--- src/hdl/ohlcv_candle_aggregator_defines.svh ---
// Assertion macros shared by the candle aggregator RTL
`ifndef OHLCV_CANDLE_AGGREGATOR_DEFINES_SVH
`define OHLCV_CANDLE_AGGREGATOR_DEFINES_SVH

// same-cycle implication, clocked on clk, off during reset
`define OHLCV_ASSERT_IMPL(lbl, ante, cons) \
	lbl: assert property (@(posedge clk) disable iff (!arst_n) (ante) |-> (cons)) \
		else $error("assertion failed");

// next-cycle implication, clocked on clk, off during reset
`define OHLCV_ASSERT_NEXT(lbl, ante, cons) \
	lbl: assert property (@(posedge clk) disable iff (!arst_n) (ante) |=> (cons)) \
		else $error("assertion failed");

`endif

--- src/hdl/ohlcv_pkg.sv ---
// Shared widths, register codes and divider interface types
`timescale 1ns / 1ps
`default_nettype none
package ohlcv_pkg;
	localparam int TS_W         = 48;
	localparam int ID_W         = 48;
	localparam int KEY_W        = 48;
	localparam int QTY_W        = 32;
	localparam int VOL_W        = 48;
	localparam int OUT_PRICE_W  = 32;
	localparam int INTERVAL_W   = 27;
	localparam int PRICE_BITS_DFLT = 32;
	localparam int APB_ADDR_W   = 3;
	localparam int APB_DATA_W   = 32;
	localparam int DIV_STEP_BITS = 2;

	localparam logic [INTERVAL_W-1:0] INTERVAL_RST = INTERVAL_W'(60000);

	// register index, taken from paddr[2]
	localparam logic REG_TICK_MODE = 1'b0;
	localparam logic REG_INTERVAL  = 1'b1;

	typedef struct packed {
		logic                  start;
		logic [KEY_W-1:0]      dividend;
		logic [INTERVAL_W-1:0] divisor;
	} div_req_t;

	typedef struct packed {
		logic                  done;
		logic [KEY_W-1:0]      quot;
		logic [INTERVAL_W-1:0] rem;
	} div_rsp_t;
endpackage
`default_nettype wire

--- src/hdl/ohlcv_div.sv ---
// Shared radix-4 restoring divider: 48-bit key by 27-bit interval
`timescale 1ns / 1ps
`default_nettype none
`include "ohlcv_candle_aggregator_defines.svh"
module ohlcv_div (
	input  wire                clk,
	input  wire                arst_n,
	input  wire ohlcv_pkg::div_req_t req,
	output ohlcv_pkg::div_rsp_t rsp
);
	localparam int DW    = ohlcv_pkg::KEY_W;
	localparam int RW    = ohlcv_pkg::INTERVAL_W;
	localparam int SB    = ohlcv_pkg::DIV_STEP_BITS;
	localparam int STEPS = DW / SB;
	localparam int CW    = $clog2(STEPS);
	localparam logic [CW-1:0] LAST = CW'(STEPS - 1);

	logic          busy_q;
	logic          done_q;
	logic [CW-1:0] cnt_q;
	logic [DW-1:0] quot_q;
	logic [RW-1:0] rem_q;
	logic [RW-1:0] dvs_q;
	logic [DW-1:0] quot_nx;
	logic [RW-1:0] rem_nx;

	always_comb begin
		logic [RW:0]   part;
		logic [RW-1:0] r;
		logic [DW-1:0] q;
		logic          qb;
		r = rem_q;
		q = quot_q;
		for (int i = 0; i < SB; i++) begin
			part = {r, q[DW-1]};
			if (part >= {1'b0, dvs_q}) begin
				r  = RW'(part - {1'b0, dvs_q});
				qb = 1'b1;
			end else begin
				r  = part[RW-1:0];
				qb = 1'b0;
			end
			q = {q[DW-2:0], qb};
		end
		rem_nx  = r;
		quot_nx = q;
	end

	always_ff @(posedge clk or negedge arst_n) begin
		if (!arst_n) begin
			busy_q <= 1'b0;
			done_q <= 1'b0;
			cnt_q  <= '0;
		end else begin
			done_q <= !req.start && busy_q && (cnt_q == LAST);
			if (req.start) begin
				busy_q <= 1'b1;
				cnt_q  <= '0;
			end else if (busy_q) begin
				cnt_q <= cnt_q + 1'b1;
				if (cnt_q == LAST)
					busy_q <= 1'b0;
			end
		end
	end

	always_ff @(posedge clk) begin
		if (req.start) begin
			quot_q <= req.dividend;
			rem_q  <= '0;
			dvs_q  <= req.divisor;
		end else if (busy_q) begin
			quot_q <= quot_nx;
			rem_q  <= rem_nx;
		end
	end

	assign rsp.done = done_q;
	assign rsp.quot = quot_q;
	assign rsp.rem  = rem_q;

	`OHLCV_ASSERT_IMPL(a_done_not_busy, done_q, !busy_q)
	`OHLCV_ASSERT_IMPL(a_start_when_free, req.start, !busy_q)
	`OHLCV_ASSERT_NEXT(a_last_step_done, busy_q && !req.start && cnt_q == LAST, done_q)
endmodule
`default_nettype wire

--- src/hdl/ohlcv_candle_aggregator.sv ---
// OHLCV candle aggregator top level: sequencer, candle state, APB registers
// Usage:
//  Trades enter on s_tvalid/s_tready/s_tdata, one word per trade. Finished
//  candles leave on m_tvalid/m_tready/m_tdata. tick_mode (addr 0) and
//  interval (addr 4) are written over the APB port; the user must do so
//  only while the block is idle, which the block itself does not enforce.
//  Each trade takes one division of its key by the interval on the shared
//  2-bit-per-cycle divider and, once a candle is open, a second one of the
//  candle's start key; then an update step. A finished candle is loaded
//  into the output register on m_tdata when the update step after the
//  second division completes. The next trade is accepted while it waits
//  there, and only a trade that closes another candle holds in its update
//  step until the register is taken.
//  Reset clears the open candle (the first trade emits nothing), sets
//  tick_mode to 0 and interval to 60000. An interval of 0 acts as 1.
`timescale 1ns / 1ps
`default_nettype none
`include "ohlcv_candle_aggregator_defines.svh"
module ohlcv_candle_aggregator #(
	parameter int PRICE_BITS = ohlcv_pkg::PRICE_BITS_DFLT
) (
	input  wire                                  clk,
	input  wire                                  arst_n,
	// APB configuration
	input  wire                                  psel,
	input  wire                                  penable,
	input  wire                                  pwrite,
	input  wire  [ohlcv_pkg::APB_ADDR_W-1:0]     paddr,
	input  wire  [ohlcv_pkg::APB_DATA_W-1:0]     pwdata,
	output logic [ohlcv_pkg::APB_DATA_W-1:0]     prdata,
	output logic                                 pready,
	// trades: timestamp_ms, trade_number, price, quantity, zero pad
	input  wire                                  s_tvalid,
	output logic                                 s_tready,
	input  wire  [((ohlcv_pkg::TS_W + ohlcv_pkg::ID_W + PRICE_BITS
		+ ohlcv_pkg::QTY_W + 7) / 8) * 8 - 1:0]      s_tdata,
	// candles: start_time, start_id, open, high, low, close, total_volume
	output logic                                 m_tvalid,
	input  wire                                  m_tready,
	output logic [ohlcv_pkg::TS_W + ohlcv_pkg::ID_W + 4 * ohlcv_pkg::OUT_PRICE_W
		+ ohlcv_pkg::VOL_W - 1:0]                    m_tdata
);
	localparam int TS_W = ohlcv_pkg::TS_W;
	localparam int ID_W = ohlcv_pkg::ID_W;
	localparam int KW   = ohlcv_pkg::KEY_W;
	localparam int QW   = ohlcv_pkg::QTY_W;
	localparam int VW   = ohlcv_pkg::VOL_W;
	localparam int OPW  = ohlcv_pkg::OUT_PRICE_W;
	localparam int IW   = ohlcv_pkg::INTERVAL_W;
	localparam int DW   = ohlcv_pkg::APB_DATA_W;
	localparam int CPW  = (PRICE_BITS < OPW) ? PRICE_BITS : OPW;
	localparam int PX_LO  = TS_W + ID_W;
	localparam int QTY_LO = PX_LO + PRICE_BITS;

	localparam logic [1:0] ST_IDLE  = 2'd0;
	localparam logic [1:0] ST_DIV_A = 2'd1;
	localparam logic [1:0] ST_DIV_B = 2'd2;
	localparam logic [1:0] ST_APPLY = 2'd3;

	logic [1:0]            state_q;
	logic                  tick_q;
	logic [IW-1:0]         interval_q;
	logic                  mode_q;
	logic [IW-1:0]         len_q;
	logic [TS_W-1:0]       ts_q;
	logic [ID_W-1:0]       id_q;
	logic [PRICE_BITS-1:0] px_q;
	logic [QW-1:0]         qty_q;
	logic [KW-1:0]         qa_q;
	logic [IW-1:0]         ra_q;
	logic                  closed_q;
	logic                  have_q;
	logic [TS_W-1:0]       cur_time_q;
	logic [ID_W-1:0]       cur_id_q;
	logic [PRICE_BITS-1:0] cur_open_q;
	logic [PRICE_BITS-1:0] cur_high_q;
	logic [PRICE_BITS-1:0] cur_low_q;
	logic [PRICE_BITS-1:0] cur_close_q;
	logic [VW-1:0]         cur_vol_q;
	logic                  m_tvalid_q;
	logic [$bits(m_tdata)-1:0] m_tdata_q;

	ohlcv_pkg::div_req_t   dreq;
	ohlcv_pkg::div_rsp_t   drsp;

	logic                  in_acc;
	logic                  out_free;
	logic                  do_open;
	logic                  do_emit;
	logic                  apply_go;
	logic [KW-1:0]         key;
	logic [KW-1:0]         aligned;
	logic [IW-1:0]         eff_len;
	logic [VW:0]           vol_sum;

	// APB
	wire cfg_wr = psel && penable && pwrite && pready;
	assign pready = 1'b1;

	always_comb begin
		case (paddr[2])
			ohlcv_pkg::REG_TICK_MODE: prdata = DW'(tick_q);
			ohlcv_pkg::REG_INTERVAL:  prdata = DW'(interval_q);
			default:                  prdata = '0;
		endcase
	end

	always_ff @(posedge clk or negedge arst_n) begin
		if (!arst_n) begin
			tick_q     <= 1'b0;
			interval_q <= ohlcv_pkg::INTERVAL_RST;
		end else if (cfg_wr) begin
			case (paddr[2])
				ohlcv_pkg::REG_TICK_MODE: tick_q     <= pwdata[0];
				ohlcv_pkg::REG_INTERVAL:  interval_q <= pwdata[IW-1:0];
				default: ;
			endcase
		end
	end

	// handshake and sequencing
	assign s_tready = (state_q == ST_IDLE);
	assign in_acc   = s_tvalid && s_tready;
	assign out_free = !m_tvalid_q || m_tready;
	assign eff_len  = (interval_q == '0) ? IW'(1) : interval_q;
	assign do_open  = !have_q || closed_q;
	assign do_emit  = have_q && closed_q;
	assign apply_go = (state_q == ST_APPLY) && (!do_emit || out_free);

	always_comb begin
		dreq.start    = 1'b0;
		dreq.dividend = mode_q ? cur_id_q : cur_time_q;
		dreq.divisor  = len_q;
		if (state_q == ST_IDLE) begin
			dreq.start    = in_acc;
			dreq.dividend = tick_q ? s_tdata[PX_LO-1:TS_W] : s_tdata[TS_W-1:0];
			dreq.divisor  = eff_len;
		end else if (state_q == ST_DIV_A) begin
			dreq.start = drsp.done && have_q;
		end
	end

	ohlcv_div u_div (
		.clk    (clk),
		.arst_n (arst_n),
		.req    (dreq),
		.rsp    (drsp)
	);

	always_ff @(posedge clk or negedge arst_n) begin
		if (!arst_n) begin
			state_q <= ST_IDLE;
		end else begin
			case (state_q)
				ST_IDLE:  if (in_acc) state_q <= ST_DIV_A;
				ST_DIV_A: if (drsp.done) state_q <= have_q ? ST_DIV_B : ST_APPLY;
				ST_DIV_B: if (drsp.done) state_q <= ST_APPLY;
				ST_APPLY: if (apply_go) state_q <= ST_IDLE;
				default:  state_q <= ST_IDLE;
			endcase
		end
	end

	always_ff @(posedge clk) begin
		if (in_acc) begin
			mode_q <= tick_q;
			len_q  <= eff_len;
			ts_q   <= s_tdata[TS_W-1:0];
			id_q   <= s_tdata[PX_LO-1:TS_W];
			px_q   <= s_tdata[QTY_LO-1:PX_LO];
			qty_q  <= s_tdata[QTY_LO+QW-1:QTY_LO];
		end
		if (state_q == ST_DIV_A && drsp.done) begin
			qa_q     <= drsp.quot;
			ra_q     <= drsp.rem;
			closed_q <= 1'b0;
		end
		if (state_q == ST_DIV_B && drsp.done)
			closed_q <= (drsp.quot != qa_q);
	end

	// candle update
	assign key     = mode_q ? id_q : ts_q;
	assign aligned = key - KW'(ra_q);
	assign vol_sum = {1'b0, cur_vol_q} + (VW + 1)'(qty_q);

	always_ff @(posedge clk or negedge arst_n) begin
		if (!arst_n) begin
			have_q <= 1'b0;
		end else if (apply_go) begin
			have_q <= 1'b1;
		end
	end

	always_ff @(posedge clk) begin
		if (apply_go) begin
			if (do_open) begin
				cur_time_q  <= mode_q ? ts_q : aligned;
				cur_id_q    <= mode_q ? aligned : id_q;
				cur_open_q  <= px_q;
				cur_high_q  <= px_q;
				cur_low_q   <= px_q;
				cur_close_q <= px_q;
				cur_vol_q   <= VW'(qty_q);
			end else begin
				if (px_q > cur_high_q)
					cur_high_q <= px_q;
				if (px_q < cur_low_q)
					cur_low_q <= px_q;
				cur_close_q <= px_q;
				cur_vol_q   <= vol_sum[VW] ? {VW{1'b1}} : vol_sum[VW-1:0];
			end
		end
	end

	// output register
	always_ff @(posedge clk or negedge arst_n) begin
		if (!arst_n) begin
			m_tvalid_q <= 1'b0;
		end else begin
			m_tvalid_q <= (apply_go && do_emit) || (m_tvalid_q && !m_tready);
		end
	end

	always_ff @(posedge clk) begin
		if (apply_go && do_emit)
			m_tdata_q <= {cur_vol_q,
				OPW'(cur_close_q[CPW-1:0]), OPW'(cur_low_q[CPW-1:0]),
				OPW'(cur_high_q[CPW-1:0]), OPW'(cur_open_q[CPW-1:0]),
				cur_id_q, cur_time_q};
	end

	assign m_tvalid = m_tvalid_q;
	assign m_tdata  = m_tdata_q;

	`OHLCV_ASSERT_IMPL(a_div_done_in_div, drsp.done, state_q == ST_DIV_A || state_q == ST_DIV_B)
	`OHLCV_ASSERT_NEXT(a_emit_sets_valid, apply_go && do_emit, m_tvalid_q)
	`OHLCV_ASSERT_IMPL(a_have_never_drops, 1'b1, !$fell(have_q))
	`OHLCV_ASSERT_NEXT(a_accept_starts_div, in_acc, state_q == ST_DIV_A)
endmodule
`default_nettype wire
--- config.mk ---
export PLATFORM = sky130hd
export DESIGN_NAME = ohlcv_candle_aggregator
export DESIGN_NICKNAME = d
export VERILOG_FILES = /design/src/hdl/ohlcv_pkg.sv /design/src/hdl/ohlcv_div.sv /design/src/hdl/ohlcv_candle_aggregator.sv
export VERILOG_INCLUDE_DIRS = /design/src /design/src/hdl
export SDC_FILE = /design/constraint.sdc
export NUM_CORES = 1
export LEC_CHECK = 0
export ABC_AREA = 1
export BUFFER_PORTS_ARGS = -buffer_cell sky130_fd_sc_hd__buf_2
export CORE_ASPECT_RATIO = 1.5
export CORE_MARGIN = 4
export CORE_UTILIZATION = 55
export DETAILED_ROUTE_END_ITERATION = 8
export PLACE_DENSITY_LB_ADDON = 0.12
export SLEW_MARGIN = 5
export SYNTH_ARGS = -nofsm -noshare
export SYNTH_HDL_FRONTEND = slang
export SYNTH_SLANG_ARGS = --single-unit
--- constraint.sdc ---
create_clock -name clk -period 17.5 [get_ports clk]
set_clock_uncertainty 0.2 [all_clocks]
set_input_delay 3.5 -clock clk [delete_from_list [all_inputs] [get_ports clk]]
set_output_delay 3.5 -clock clk [all_outputs]
set_load 0.02 [all_outputs]
==> summary.txt, run 1 <==
Run status
  – Status: complete, no violations

Place
  – Detail Placement HPWL: 96100 um
  – Final GP Congestion: 1.04
  – Buffers on Ports: 495
  – Placed Area: 49300 um2

Synth
  – Ys Warns: 0
  – Syn Area/Cell: 10.2 um2
  – Leading area contributor after synthesis: edfxtp_1
  – Sequential area share after synthesis: 61.2%
  – Synth Register Bits: 949
  – Yosys top cell area share: 57.9%
  – Top cells by area, synth: edfxtp_1 58%, nand2_1 8.1%, ha_1 4.9%, inv_1 4.6%, nor2_1 4.1%
  – Cells after Synth: 4508
  – Post-synth cell types: 65
  – Synthesized cell area: 45800 um2

Power and ir drop
  – Comb pwr share: 42.7%
  – Switching share of total power: 41.5%
  – Net Sw Power: 0.00388 W
  – P_int: 0.00546 W
  – Leak pwr: 21.9 nW
  – Flop pwr share: 36.6%
  – Maximum VDD drop: 127 uV
  – Clock power frac: 20.7%
  – P per Cell Area: 179 nW/um2

CTS
  – CTS tree: done
  – Worst skew pair latency: 0.68 ns
  – CTS Buf Count: 86
  – Setup Fix Bufs, Post-CTS: 0
  – Clk buf depth: 3
  – CTS root buf: clkbuf_16
  – CTS resizes: 0
  – # hold bufs at CTS: 0
  – CTS sink count: 949
  – Clock-pin slew on the worst setup and hold paths: 0.07 ns
  – H-tree Lvls: 3

Detailed routing
  – DR WL/cell: 21.1 um
  – DRC errors left: 0
  – Via count: 33713
  – Initial DRC Count: 2396
  – Routed wire length: 130000 um
  – Routed Antenna Nets: 0
  – Drt pass-1 iters: 6
  – Vias per cell: 5.46

Critical path
  – Top Family by Delay on Critical Path: buffers and inverters
  – Reg-to-reg slack, setup: 11.62 ns
  – Worst Path Required: 13.80 ns
  – Reg2reg path depth: 25
  – Arr. time, crit path: 4.27 ns
  – CP endpoint: prdata[0]
  – RR Endpoint: u_div.rem_q[16]
  – CP Capture Type: output pin
  – Crit path cell chain: buf_2, nand2_1, o21ai_0, buf_2
  – Max stage delay cell, worst path: buf_2
  – Startpoint types: input pin
  – Start point of the critical path: paddr[2]
  – Worst r2r src: u_div.quot_q[47]
  – Cell count along the critical path: 4
  – CP most frequent cell: buf_2
  – Critical path fanouts, max: 30
  – CP Class: input pin to output pin
  – Max stage delay on crit path: 0.40 ns
  – CP Buf/Inv Count: 2

Floorplan
  – IO Count: 509
  – Site row count: 129
  – Die Wd: 244 um
  – CORE AREA: 82600 um2
  – Initial Util: 55.5%
  – Die height: 362 um
  – DIE AREA: 88100 um2

Cells and area
  – Syn-to-layout area delta: 13.9%
  – Nets: 5362
  – Fin area: 52200 um2
  – Commonest non-fill, non-tap cell in the layout: nand2_1
  – Most frequent cells in the layout: 993 x nand2_1, 883 x edfxtp_1, 554 x inv_1, 502 x nor2_1, 495 x buf_2
  – Fraction of layout cells with a size suffix above 1: 14.6%

GRT
  – Largest net degree at the start of global routing: 147
  – Initial antenna violation count: 16
  – Total track usage: 28.9%
  – First-pass GRT wire length: 194000 um
  – Vias in the first global route: 33189
  – GRT overflow: 0

Timing
  – Pins over their slew limit: 0
  – Period utilization: 45.6%
  – Fmax: 0.125 GHz
  – Setup TNS: 0 ns
  – Minimum clock period: 7.97 ns
  – Final hold viol count: 0
  – # setup viols final: 0
  – Unrepaired setup endpoints after global routing: no
  – Worst-Margin Slew: 1.13 ns
  – Slew headroom: 24.8%

Worst hold path
  – Worst min-delay path class: flip-flop to flip-flop

Run
  – Max_cap viols: 0
==> layout make-up <==
cell class / count / area (um2)
tap: 1113 / 1390
multi-input combinational: 2854 / 15100
clock inverter: 46 / 553
sequential: 949 / 28000
inverter: 565 / 2140
antenna: 13 / 32.5
timing repair buffer: 519 / 2670
fill: 6917 / 30500
clock buffer: 112 / 2300
==> cell usage after synthesis (all sizes together) <==
| master | number |
|---|---|
| a211oi | 1 |
| a21boi | 8 |
| a21o | 9 |
| a21oi | 183 |
| a22oi | 1 |
| a31o | 1 |
| a31oi | 74 |
| and2 | 4 |
| and3 | 1 |
| buf | 39 |
| clkbuf | 105 |
| clkinv | 1 |
| conb | 2 |
| dfrtp | 32 |
| dfstp | 7 |
| dfxtp | 27 |
| edfxtp | 883 |
| fa | 4 |
| ha | 181 |
| inv | 564 |
| mux2 | 6 |
| mux2i | 3 |
| nand2 | 1008 |
| nand3 | 181 |
| nand3b | 15 |
| nand4 | 70 |
| nor2 | 516 |
| nor3 | 39 |
| nor4 | 19 |
| o2111ai | 1 |
| o211ai | 7 |
| o21a | 3 |
| o21ai | 319 |
| o21bai | 20 |
| o221a | 1 |
| o221ai | 2 |
| o22ai | 13 |
| o31ai | 2 |
| or2 | 22 |
| xnor2 | 83 |
| xor2 | 51 |
==> registers in the layout (all words and copies together) (netlist names), 48 cells and up <==
| signal | count |
|---|---|
| m_tdata | 272 |
| cur_id_q | 48 |
| cur_time_q | 48 |
| cur_vol_q | 48 |
| id_q | 48 |
| qa_q | 48 |
| ts_q | 48 |
| u_div.quot_q | 48 |
==> logic make-up after synthesis <==
kind of cell / Yosys count / share of synthesized area, %
adder cells (fa/ha/maj): 185 / 5.12
AND/OR/NAND/NOR: 1875 / 17.2
flip-flops: 949 / 61.2
multiplexers: 9 / 0.213
XOR/XNOR: 134 / 2.56
buffers and inverters: 709 / 6.05
other: 2 / 0.0164
AO/OA/AOI/OAI: 645 / 7.69
==> metal layers <==
layer / track usage [%] / share of wire (%) / vias to the layer above
met5: 0 / 0.0062 / -
met3: 5.63 / 7.2 / 246
met2: 51.3 / 51 / 1219
li1: - / - / 16182
met1: 34.7 / 38 / 16064
met4: 11.8 / 4.3 / 2
==> per-stage QoR <==
stage	hold slack, ns	power, W	instances	util, %	setup WS (ns)
after detailed placement	0.205	0.00740	6000	59.7	9.44
final	0.217	0.00933	6171	63.2	9.53
after global routing	0.223	0.00997	6162	63.1	9.44
after CTS	0.216	0.00935	6158	63.1	9.53
after floorplan	0.200	0.00630	4512	-	2.79
after global placement	0.202	0.00735	6000	59.7	9.55
==> worst min-delay path by stage <==
stage / startpoint / endpoint / slack [ns] / depth (start not counted)
after floorplan: cur_open_q[4] / m_tdata[100] / 0.20 / 0
after global placement: cur_close_q[26] / m_tdata[218] / 0.20 / 0
after detailed placement: cur_open_q[5] / m_tdata[101] / 0.20 / 0
after CTS: cur_close_q[29] / m_tdata[221] / 0.22 / 0
after global routing: cur_open_q[6] / m_tdata[102] / 0.22 / 0
final: cur_close_q[19] / m_tdata[211] / 0.22 / 0
==> power by group through the flow <==
stage	clock network (W)	logic (W)	registers, W
floorplan	0	0.00283	0.00347
global placement	0	0.00390	0.00345
detailed placement	0	0.00394	0.00346
CTS	0.00196	0.00396	0.00342
global route	0.00206	0.00445	0.00346
finish	0.00193	0.00398	0.00342
(Power assumes the default switching activity.)
==> inputs of run 2 (changes only) <==
--- a/config.mk
+++ b/config.mk
@@ -6,11 +6,11 @@
 export SDC_FILE = /design/constraint.sdc
 export NUM_CORES = 1
 export LEC_CHECK = 0
-export ABC_AREA = 1
+export ABC_AREA = 0
 export BUFFER_PORTS_ARGS = -buffer_cell sky130_fd_sc_hd__buf_2
 export CORE_ASPECT_RATIO = 1.5
 export CORE_MARGIN = 4
-export CORE_UTILIZATION = 55
+export CORE_UTILIZATION = 53
 export DETAILED_ROUTE_END_ITERATION = 8
 export PLACE_DENSITY_LB_ADDON = 0.12
 export SLEW_MARGIN = 5
==> constraint.sdc (replaced) <==
create_clock -name clk -period 7.3 [get_ports clk]
set_clock_uncertainty 0.2 [all_clocks]
set_input_delay 1.46 -clock clk [delete_from_list [all_inputs] [get_ports clk]]
set_output_delay 1.46 -clock clk [all_outputs]
set_load 0.02 [all_outputs]
==> summary.txt, run 2 <==
Power and ir drop
  – Comb pwr share: 41.2%
  – Flop pwr share: 37.7%
  – P_int: 0.0147 W
  – Maximum VDD drop: 411 uV
  – Switching share of total power: 38.4%
  – Clock power frac: 21.1%
  – P per Cell Area: 477 nW/um2
  – Leak pwr: 19.4 nW
  – Net Sw Power: 0.00913 W

Synth
  – Synth Area in Adders: 5.44%
  – Leading area contributor after synthesis: edfxtp_1
  – Synth Register Bits: 949
  – Cells after Synth: 3211
  – Top cells by area, synth: edfxtp_1 62%, ha_1 5.3%, mux2_2 4.2%, xnor2_1 2.8%, a21oi_1 2.3%
  – Sequential area share after synthesis: 65.1%
  – Yosys top cell area share: 61.5%
  – Ys flop type: edfxtp_1
  – Syn Area/Cell: 13.4 um2
  – Post-synth EDFFs: 883
  – Synth Area in XOR/XNOR: 4.08%
  – Post-synth cell types: 79
  – Post-synthesis simple-gate area fraction: 7.89%
  – Most frequent cell after synthesis: edfxtp_1
  – Largest family of logic cells by synthesized area: compound AO/OA/AOI/OAI gates
  – Compound-Gate Fraction of Synth Area: 8.77%
  – Synthesized cell area: 43100 um2
  – Ys Warns: 0
  – Post-synthesis mux area share: 5.95%
  – Synth top cells by count: 883 x edfxtp_1, 219 x nand2_1, 200 x a21oi_1
  – Synth async-reset ratio: 4.11%

Timing
  – Hold Slack: 0.213 ns
  – Worst-Margin Slew: 1.31 ns
  – Pins over their slew limit: 0
  – # setup viols final: 0
  – Setup TNS: 0 ns
  – Period utilization: 90.3%
  – Final hold viol count: 0
  – Minimum clock period: 6.59 ns
  – Fmax: 0.152 GHz
  – Unrepaired setup endpoints after global routing: no
  – Slew headroom: 10.7%

Detailed routing
  – DR WL/cell: 24.1 um
  – Drt pass-1 iters: 9
  – Initial DRC Count: 1845
  – Routed Antenna Nets: 0
  – Routed wire length: 116000 um
  – Vias per cell: 5.74
  – Via count: 27619
  – DRC errors left: 2

Cells and area
  – Most frequent cells in the layout: 883 x edfxtp_1, 495 x buf_2, 218 x nand2_1, 199 x a21oi_1, 181 x ha_1
  – Fin area: 49900 um2
  – Nets: 4075
  – Post-Layout Cell Count: 4808
  – Largest register FFs: 272
  – Fill count: 6155
  – Commonest non-fill, non-tap cell in the layout: edfxtp_1
  – Syn-to-layout area delta: 15.8%
  – Fraction of layout cells with a size suffix above 1: 23.2%
  – Final core utilization: 62.2%

Critical path
  – Worst Path Required: 7.69 ns
  – Top Family by Delay on Critical Path: compound AO/OA/AOI/OAI gates
  – CP Capture Type: flip-flop
  – CP Class: flip-flop to flip-flop
  – Reg2reg path depth: 21
  – Cell count along the critical path: 21
  – CP Buf/Inv Count: 1
  – Max stage delay on crit path: 0.82 ns
  – Max stage delay cell, worst path: o31ai_4
  – Arr. time, crit path: 6.98 ns
  – Startpoint types: flip-flop
  – Critical path fanouts, max: 24
  – Crit path cell chain: inv_1, ha_1, fa_1, nand2b_1, a21oi_1, o21ai_1, o31ai_2, o31a_1, o31ai_4, o21ai_0, ha_1, a211oi_1, o21bai_1, nor4bb_1, or2_1, nand2b_1, a31oi_1, a21o_1, nor2_2, mux2_2, a21oi_1

Floorplan
  – Die height: 357 um
  – CORE AREA: 80200 um2
  – Die Wd: 241 um
  – Initial Util: 53.7%
  – Site row count: 127
  – DIE AREA: 86000 um2
  – IO Count: 509

Run status
  – Status: finished, violations left
  – Failing checks: DRC

CTS
  – Worst skew pair latency: 0.66 ns
  – H-tree Lvls: 3
  – CTS sink count: 949
  – CTS tree: done
  – CTS resizes: 0
  – CTS Buf Count: 91
  – Clk buf depth: 3
  – # hold bufs at CTS: 0
  – Clock-pin slew on the worst setup and hold paths: 0.07 ns
  – CTS root buf: clkbuf_16
  – Setup Fix Bufs, Post-CTS: 0

Run
  – Max_cap viols: 0

Worst hold path
  – Worst min-delay path class: flip-flop to flip-flop
  – Hold depth: 0

GRT
  – Vias in the first global route: 28303
  – Initial antenna violation count: 8
  – Total track usage: 26.3%
  – Largest net degree at the start of global routing: 198
  – First-pass GRT wire length: 171000 um
  – GRT overflow: 0

Place
  – Placed Cells: 4627
  – Detail Placement HPWL: 84400 um
  – Buffers on Ports: 495
  – Final GP Congestion: 0.973
  – Placed Area: 46700 um2
## run 2: cell count changes after synthesis, sizes merged, moves of 23 or more
| cell | before | now |
|---|---|---|
| nor2 | 516 | 183 |
| nand4 | 70 | 47 |
| nand2 | 1008 | 219 |
| mux2 | 6 | 162 |
| nand2b | 0 | 24 |
| o21ai | 319 | 168 |
| mux2i | 3 | 74 |
| inv | 564 | 162 |
| and2 | 4 | 36 |
| a31oi | 74 | 50 |
| a21o | 9 | 63 |
| xnor2 | 83 | 140 |
| nand3 | 181 | 48 |
## run 2: final timing paths
check	startpoint	end	slack, ns
max in group asynchronous	arst_n	tick_q	5.41
worst max register to register	u_div.quot_q[47]	u_div.rem_q[0]	0.71
worst min-delay path	cur_open_q[8]	m_tdata[104]	0.21
min in group asynchronous	arst_n	interval_q[23]	0.77
worst min register to register	cur_open_q[8]	m_tdata[104]	0.21
worst max-delay path	u_div.quot_q[47]	u_div.rem_q[0]	0.71
## run 2: layer usage
metal  vias up  share of wire (%)  wire, um  GRT usage, %
met5         -              0.018        21             0
met2       994                 53     61100          48.4
met4         4                5.3      6110          12.8
li1      12905                  -         -             -
met1     13476                 36     41600          29.6
met3       240                6.0      6950          4.03
## run 2: area by class of cell
cell class / count / area [um2] / share of cell area, %
inverters: 163 / 613 / 1.23
clock buffers: 123 / 2580 / 5.18
well taps: 1032 / 1290 / 2.59
repair buffers: 524 / 2760 / 5.53
clock inverters: 48 / 637 / 1.28
multi-input cells: 1959 / 13900 / 27.9
flip-flops and latches: 949 / 28000 / 56.2
diodes: 10 / 25.0 / 0.0502
## run 2: power by group through the flow
stage          sequential [W]  clock (W)  combinational [W]
3_3_place_gp          0.00902          0            0.00967
3_5_place_dp          0.00908          0            0.00980
2_1_floorplan         0.00929          0            0.00645
6_report              0.00896    0.00502            0.00981
4_1_cts               0.00898    0.00511            0.00985
5_1_grt               0.00910    0.00536             0.0107
## run 2: cells by family after synthesis
| kind of cell | count (synthesis) |
|---|---|
| other | 2 |
| adders and majority gates | 185 |
| buffers and inverters | 307 |
| and+or+nand+nor | 713 |
| DFF | 949 |
| xor gates and xnor gates | 200 |
| muxes | 236 |
| AOI/OAI and AO/OA | 619 |
## run 2: per-stage QoR
| step | worst slack, ns | total power (W) |
|---|---|---|
| 2_1_floorplan | 0.725 | 0.0157 |
| 3_3_place_gp | 0.733 | 0.0187 |
| 3_5_place_dp | 0.712 | 0.0189 |
| 4_1_cts | 0.709 | 0.0239 |
| 5_1_grt | 0.251 | 0.0252 |
| 6_report | 0.710 | 0.0238 |
